[config.mk]
export PLATFORM = sky130hd
export DESIGN_NAME = max_priority_queue_top
export DESIGN_NICKNAME = d
export VERILOG_FILES = /design/src/mpq_pkg.sv /design/src/mpq_ctrl.sv /design/src/mpq_dp.sv /design/src/max_priority_queue_top.sv
export SDC_FILE = /design/constraint.sdc
export NUM_CORES = 2
export LEC_CHECK = 0
export BUFFER_PORTS_ARGS = -buffer_cell sky130_fd_sc_hd__buf_2
export CORE_ASPECT_RATIO = 0.75
export CORE_MARGIN = 5
export CORE_UTILIZATION = 30
export CTS_CLUSTER_SIZE = 8
export DETAILED_ROUTE_END_ITERATION = 16
export GPL_TIMING_DRIVEN = 0
export RECOVER_POWER = 100
export SKIP_LAST_GASP = 1
export SLEW_MARGIN = 20
export SYNTH_ARGS = -nofsm -noshare
export SYNTH_HDL_FRONTEND = slang
export SYNTH_HIERARCHICAL = 1
export SYNTH_SLANG_ARGS = --single-unit
[constraint.sdc]
create_clock -name clk -period 6.9 [get_ports clk]
set_clock_uncertainty 0.15 [all_clocks]
set_input_delay 1.38 -clock clk [delete_from_list [all_inputs] [get_ports clk]]
set_output_delay 1.38 -clock clk [all_outputs]
set_load 0.02 [all_outputs]
[src/mpq_pkg.sv]
// Shared types, request and status codes for the max-priority queue.
// No dependencies; every other file refers to it by scoped names.
package mpq_pkg;

  localparam int CAPACITY_DEF = 16;
  localparam int VALUE_W      = 32;
  localparam int PRI_W        = 16;
  localparam int OCC_W        = 5;

  localparam logic [1:0] REQ_INSERT = 2'd0;
  localparam logic [1:0] REQ_REMOVE = 2'd1;
  localparam logic [1:0] REQ_PEEK   = 2'd2;

  localparam logic [1:0] ST_OK    = 2'd0;
  localparam logic [1:0] ST_EMPTY = 2'd1;
  localparam logic [1:0] ST_FULL  = 2'd2;

  typedef struct packed {
    logic [1:0]                req_type;
    logic signed [VALUE_W-1:0] item_value;
    logic [PRI_W-1:0]          item_priority;
  } req_t;

  typedef struct packed {
    logic [1:0]                status;
    logic signed [VALUE_W-1:0] found_value;
    logic [PRI_W-1:0]          found_priority;
    logic [OCC_W-1:0]          occupancy;
  } rsp_t;

  // Commands from controller to datapath
  typedef struct packed {
    logic capture;  // latch the accepted request beat
    logic execute;  // apply it to the cells and load the result register
  } cmd_t;

endpackage

[src/mpq_ctrl.sv]
// Controller for the max-priority queue: request/result handshake sequencing.
// Depends on mpq_pkg; drives mpq_dp through mpq_pkg::cmd_t.
module mpq_ctrl (
  input  logic          clk,
  input  logic          rst,
  input  logic          req_valid,
  output logic          req_stall,
  output logic          rsp_valid,
  input  logic          rsp_stall,
  output mpq_pkg::cmd_t cmd
);

  localparam logic S_IDLE = 1'b0;
  localparam logic S_EXEC = 1'b1;

  logic state;
  logic state_next;
  logic rsp_valid_next;
  logic advance;

  assign req_stall   = (state != S_IDLE);
  assign cmd.capture = req_valid && (state == S_IDLE);
  // Execute only when the result register is free or being drained
  assign advance     = (state == S_EXEC) && (!rsp_valid || !rsp_stall);
  assign cmd.execute = advance;

  always_comb begin
    state_next = state;
    case (state)
      S_IDLE: begin
        if (cmd.capture) state_next = S_EXEC;
      end
      S_EXEC: begin
        if (advance) state_next = S_IDLE;
      end
      default: state_next = S_IDLE;
    endcase
  end

  always_comb begin
    rsp_valid_next = rsp_valid;
    if (advance) rsp_valid_next = 1'b1;
    else if (!rsp_stall) rsp_valid_next = 1'b0;
  end

  always_ff @(posedge clk) begin
    if (rst) begin
      state     <= S_IDLE;
      rsp_valid <= 1'b0;
    end else begin
      state     <= state_next;
      rsp_valid <= rsp_valid_next;
    end
  end

endmodule

[src/mpq_dp.sv]
// Datapath for the max-priority queue: sorted cell chain, count, result register.
// Depends on mpq_pkg; sequenced by mpq_ctrl.
module mpq_dp #(
  parameter int CAPACITY = mpq_pkg::CAPACITY_DEF
) (
  input  logic          clk,
  input  logic          rst,
  input  mpq_pkg::cmd_t cmd,
  input  mpq_pkg::req_t req,
  output mpq_pkg::rsp_t rsp
);

  localparam int CNT_W = $clog2(CAPACITY + 1);

  mpq_pkg::req_t req_q;
  logic [CNT_W-1:0] count;
  logic [CNT_W-1:0] count_next;

  logic signed [mpq_pkg::VALUE_W-1:0] cell_value [CAPACITY];
  logic [mpq_pkg::PRI_W-1:0]          cell_pri   [CAPACITY];
  logic [CAPACITY-1:0]                lt;  // cell is unused or ranks below the new item

  logic full;
  logic empty;
  logic do_ins;
  logic do_rem;
  mpq_pkg::rsp_t rsp_next;

  assign full  = (count == CNT_W'(CAPACITY));
  assign empty = (count == '0);

  always_comb begin
    do_ins   = 1'b0;
    do_rem   = 1'b0;
    count_next = count;
    rsp_next = '0;
    case (req_q.req_type)
      mpq_pkg::REQ_INSERT: begin
        if (full) begin
          rsp_next.status = mpq_pkg::ST_FULL;
        end else begin
          do_ins     = 1'b1;
          count_next = count + CNT_W'(1);
        end
      end
      mpq_pkg::REQ_REMOVE: begin
        if (empty) begin
          rsp_next.status = mpq_pkg::ST_EMPTY;
        end else begin
          do_rem                  = 1'b1;
          count_next              = count - CNT_W'(1);
          rsp_next.found_value    = cell_value[0];
          rsp_next.found_priority = cell_pri[0];
        end
      end
      default: begin
        // peek, and the unused code which behaves as a peek
        if (empty) begin
          rsp_next.status = mpq_pkg::ST_EMPTY;
        end else begin
          rsp_next.found_value    = cell_value[0];
          rsp_next.found_priority = cell_pri[0];
        end
      end
    endcase
    rsp_next.occupancy = mpq_pkg::OCC_W'(count_next);
  end

  // Head cell holds the highest priority; ties keep arrival order
  for (genvar i = 0; i < CAPACITY; i++) begin : g_cell
    assign lt[i] = (CNT_W'(i) >= count) || (cell_pri[i] < req_q.item_priority);

    if (i == 0) begin : g_head
      always_ff @(posedge clk) begin
        if (cmd.execute) begin
          if (do_ins && lt[0]) begin
            cell_value[0] <= req_q.item_value;
            cell_pri[0]   <= req_q.item_priority;
          end else if (do_rem) begin
            if (CAPACITY > 1) begin
              cell_value[0] <= cell_value[(CAPACITY > 1) ? 1 : 0];
              cell_pri[0]   <= cell_pri[(CAPACITY > 1) ? 1 : 0];
            end
          end
        end
      end
    end else begin : g_body
      always_ff @(posedge clk) begin
        if (cmd.execute) begin
          if (do_ins) begin
            if (lt[i-1]) begin
              cell_value[i] <= cell_value[i-1];
              cell_pri[i]   <= cell_pri[i-1];
            end else if (lt[i]) begin
              cell_value[i] <= req_q.item_value;
              cell_pri[i]   <= req_q.item_priority;
            end
          end else if (do_rem && (i < CAPACITY - 1)) begin
            cell_value[i] <= cell_value[(i < CAPACITY - 1) ? i + 1 : i];
            cell_pri[i]   <= cell_pri[(i < CAPACITY - 1) ? i + 1 : i];
          end
        end
      end
    end
  end

  always_ff @(posedge clk) begin
    if (rst) begin
      count <= '0;
    end else if (cmd.execute) begin
      count <= count_next;
    end
  end

  always_ff @(posedge clk) begin
    if (cmd.capture) req_q <= req;
    if (cmd.execute) rsp <= rsp_next;
  end

endmodule

[src/max_priority_queue_top.sv]
// Top level of the bounded max-priority queue.
// Depends on mpq_pkg, mpq_ctrl and mpq_dp.
//
// Usage:
//   Request channel (req_valid / req_stall / req) carries one beat per
//   request: insert an element with a priority, remove the highest-priority
//   entry, or peek at it. Result channel (rsp_valid / rsp_stall / rsp)
//   returns exactly one beat per request: status, element and priority found
//   (zero unless a remove or peek succeeded) and the occupancy afterwards.
//   Entries live in a chain of CAPACITY cells kept sorted by priority, with
//   equal priorities in arrival order, so the head cell is always the answer
//   and an insert is one compare per cell plus a one-place shift; a remove is a shift.
// Timing:
//   A request beat accepted at one edge is latched, then applied once the
//   result register is free or draining, and its result is offered from then
//   on. One request is held at a time, so no new request is taken until the
//   last is applied, independent of occupancy; the two controller states do this.
// Reset (rst, synchronous): empties the queue and drops any pending result.
// Stall: while rsp_stall holds a result, the next request may be accepted
//   and latched, but it is not applied until the result register frees.
module max_priority_queue_top #(
  parameter int CAPACITY = mpq_pkg::CAPACITY_DEF
) (
  input  logic          clk,
  input  logic          rst,
  input  logic          req_valid,
  output logic          req_stall,
  input  mpq_pkg::req_t req,
  output logic          rsp_valid,
  input  logic          rsp_stall,
  output mpq_pkg::rsp_t rsp
);

  mpq_pkg::cmd_t cmd;

  // Sequence handshakes and tell the datapath when to latch and execute
  mpq_ctrl u_ctrl (
    .clk       (clk),
    .rst       (rst),
    .req_valid (req_valid),
    .req_stall (req_stall),
    .rsp_valid (rsp_valid),
    .rsp_stall (rsp_stall),
    .cmd       (cmd)
  );

  // Hold the sorted cells, the entry count and the result register
  mpq_dp #(
    .CAPACITY (CAPACITY)
  ) u_dp (
    .clk (clk),
    .rst (rst),
    .cmd (cmd),
    .req (req),
    .rsp (rsp)
  );

endmodule

==> impl_metrics.json <==
{
  "outcome": "complete, but fails checks",
  "violations": "max-capacitance violations, max-slew violations",
  "vias": 40600,
  "placed_cells": 6755,
  "hp-class": "flip-flop to flip-flop",
  "whs_path_depth": 2,
  "holdBufCountCts": 0,
  "grt.overflow.total": 0,
  "cp-end-kind": "flip-flop",
  "max_slew_margin": -0.6179,
  "syn-num-nets": 4780,
  "vias_per_cell": 5.873,
  "cts_sinks": 880,
  "numCtsBuffers": 120,
  "yosysTopAreaCellShare": 0.5475,
  "required_ns": 7.11,
  "place_congestion": 0.9742,
  "timing.hold.ws_ns": 0.3589,
  "drt_wl_total_um": 197200,
  "slowest_stage": "inv_1",
  "p_leak_nw": 20.14,
  "grt_max_degree": 57,
  "track_usage": 0.2251,
  "finalCritPeriodShare": 0.9992,
  "critPathKind": "flip-flop to flip-flop",
  "clk_pin_slew_ns": 0.05,
  "syn_avg_cell_area_um2": 10.69,
  "cts-root-buf": "clkbuf_16",
  "tightest_slew_ns": 2.427,
  "ys_warn_count": 6,
  "synth-seq-area-share": 0.5504,
  "max_stage_delay_ns": 0.87,
  "gr-usage-met2": 0.3022,
  "initialDrtViolationCount": 6112,
  "row_count": 127,
  "post_cts_buffers": 0,
  "seq_area_um2": 26360,
  "synth_largest_area_cell": "edfxtp_1",
  "die_x_um": 471.3,
  "ys.flop_type": "edfxtp_1",
  "drive_gt1_frac": 0.07355,
  "syn_to_final_growth_pct": 14.40,
  "fill_cells": 16100,
  "cap_violations": 6,
  "dp_hpwl_um": 143000,
  "portBuffers": 110,
  "fp.dieH_um": 356.0,
  "post_cts_resized": 0,
  "grt_use_met1": 0.3316,
  "synthCells": 4481,
  "cpMostUsedCell": "clkbuf_1",
  "ys_seq_elements": 880,
  "netlist_top_cells_area": "edfxtp_1 (55%), mux2i_1 (8.4%), ha_1 (6.4%), a21oi_1 (6.0%), nand2_1 (4.8%)",
  "multi_input_comb_area_um2": 19960,
  "ir_drop_mv": 0.2137,
  "gr-max-usage-layer": "met1",
  "synth_common_cells": "edfxtp_1 (873), nand2_1 (610), a21oi_1 (570)",
  "hold_violations": 0,
  "fin_crit_ns": 6.894,
  "grt_use_met3": 0.07500,
  "cts_max_level": 3,
  "antenna_found_initial": 18,
  "grt_pass1_wl_um": 276300,
  "grt_pass1_vias": 37720,
  "drc": 0,
  "core_area_um2": 159200,
  "synth_edf_count": 873,
  "synth_most_common_cell": "edfxtp_1",
  "power_w": 0.01247,
  "synth_cell_types": 72,
  "powerDensity_nw_per_um2": 227.7,
  "start_kind": "flip-flop",
  "rr_worst_depth": 11,
  "cp_max_fo": 33,
  "cp.arrival_ns": 7.11,
  "grt_setup_unrepaired": "no",
  "wl_per_cell_um": 28.53,
  "dr.pass1.iters": 6,
  "crit_path_cell_trace": "inv_1 -> ha_1 -> a21o_1 -> a221oi_1 -> a222oi_1 -> o21ai_1 -> clkbuf_1 -> clkbuf_1 -> nand2_1 -> nand3_4 -> buf_6",
  "synthesis.area_um2": 47880,
  "synthArstFlopShare": 0,
  "fmax_mhz": 145.0,
  "start_util": 0.3007,
  "layout.cells.non_filler": 6913,
  "cts_buffer_depth": 3,
  "setup_viol": 0,
  "nets": 5051,
  "ant_nets": 0,
  "cts_tree": "built",
  "slew_violations": 87,
  "clock_insertion_delay_worst_skew_ns": 0.76,
  "io_pins": 111,
  "die-area_um2": 167800
}
==> registers in the layout (all words and copies together) (netlist names) <==
register and count:
u_dp/req_q 50, u_dp/cell_value 512, u_ctrl/rsp_valid 1, u_dp/count 5, u_dp/cell_pri 256, u_ctrl/req_stall 1
u_dp/rsp 55
==> cell type report <==
cell class | count | share of cell area
repair buffers | 149 | 0.01626
inverters | 31 | 0.002147
plain buffers | 352 | 0.02718
diodes | 13 | 0.0005939
flip-flops and latches | 880 | 0.4812
clock inverters | 5 | 0.002261
clock buffers | 137 | 0.05734
well taps | 2128 | 0.04861
multi-input cells | 3218 | 0.3644
==> where the power goes <==
group | leakage, nW | switching (W) | internal, W
Combinational | 10.5 | 0.000575 | 0.000238
Sequential | 8.05 | 0.000136 | 0.00605
Clock | 1.59 | 0.00232 | 0.00314
==> worst max-delay path: cells and delay by family (launching register included) <==
family / cells / cell delay (ns)
compound gates: 4 / 2.02
simple gates: 2 / 0.67
flops: 1 / 0.62
buf+inv: 4 / 2.56
fa+ha+maj: 1 / 0.39
==> per-stage QoR <==
step	area [um2]	setup TNS (ns)	setup WS (ns)	utilization
after floorplan	47880	0	0.1541	-
after CTS	55070	0	0.5679	0.3459
after global routing	54740	0	0.1683	0.3438
after detailed placement	51810	0	0.4898	0.3254
after global placement	51090	-1005.51	-5.288	0.3209
final	54770	0	0.005595	0.3440
==> cells by family (layout without fill, tap and decap cells) <==
logic type	after synthesis	after routing	share of synthesized area
AOI/OAI and AO/OA	1267	1267	0.1461
xor gates and xnor gates	2	2	0.0003659
adders and majority gates	245	245	0.06402
buffers and inverters	383	674	0.03436
DFF	880	880	0.5504
muxes	449	449	0.09512
other	0	13	0
and+or+nand+nor	1255	1255	0.1096
==> worst paths after layout <==
kind,start,end,slack [ns]
setup / recovery,u_dp/req_q[11],u_dp/cell_value[0][158],0.006
hold / removal,u_ctrl/rsp_valid,u_ctrl/req_stall,0.36
setup reg to reg,u_dp/req_q[11],u_dp/cell_value[0][158],0.006
hold reg to reg,u_ctrl/rsp_valid,u_ctrl/req_stall,0.36
==> layer usage <==
metal | routed length [um] | up-vias
li1 | - | 17080
met3 | 29350 | 435
met2 | 75910 | 3127
met5 | 82 | -
met4 | 8113 | 12
met1 | 83740 | 19950
==> layout by cell type (no fill, tap or decap), drive strengths merged, types with 4 or more instances in the layout <==
cell type  instances
nand2            610
nand2b            16
o22ai              6
nor4               5
a21oi            571
ha               245
clkbuf           500
dfxtp              7
or3                7
o31ai              4
nor3              11
a211o              6
a21o              18
o21ai            412
and2              52
and3               7
nor2             426
and4               9
mux2              48
diode             13
inv               30
a2111oi           12
clkinv             5
edfxtp           873
mux2i            401
o211ai            61
a211oi            19
o21a              15
a31oi            114
nand3             82
nand4             12
buf              138
Power figures use the tool's default switching activity.
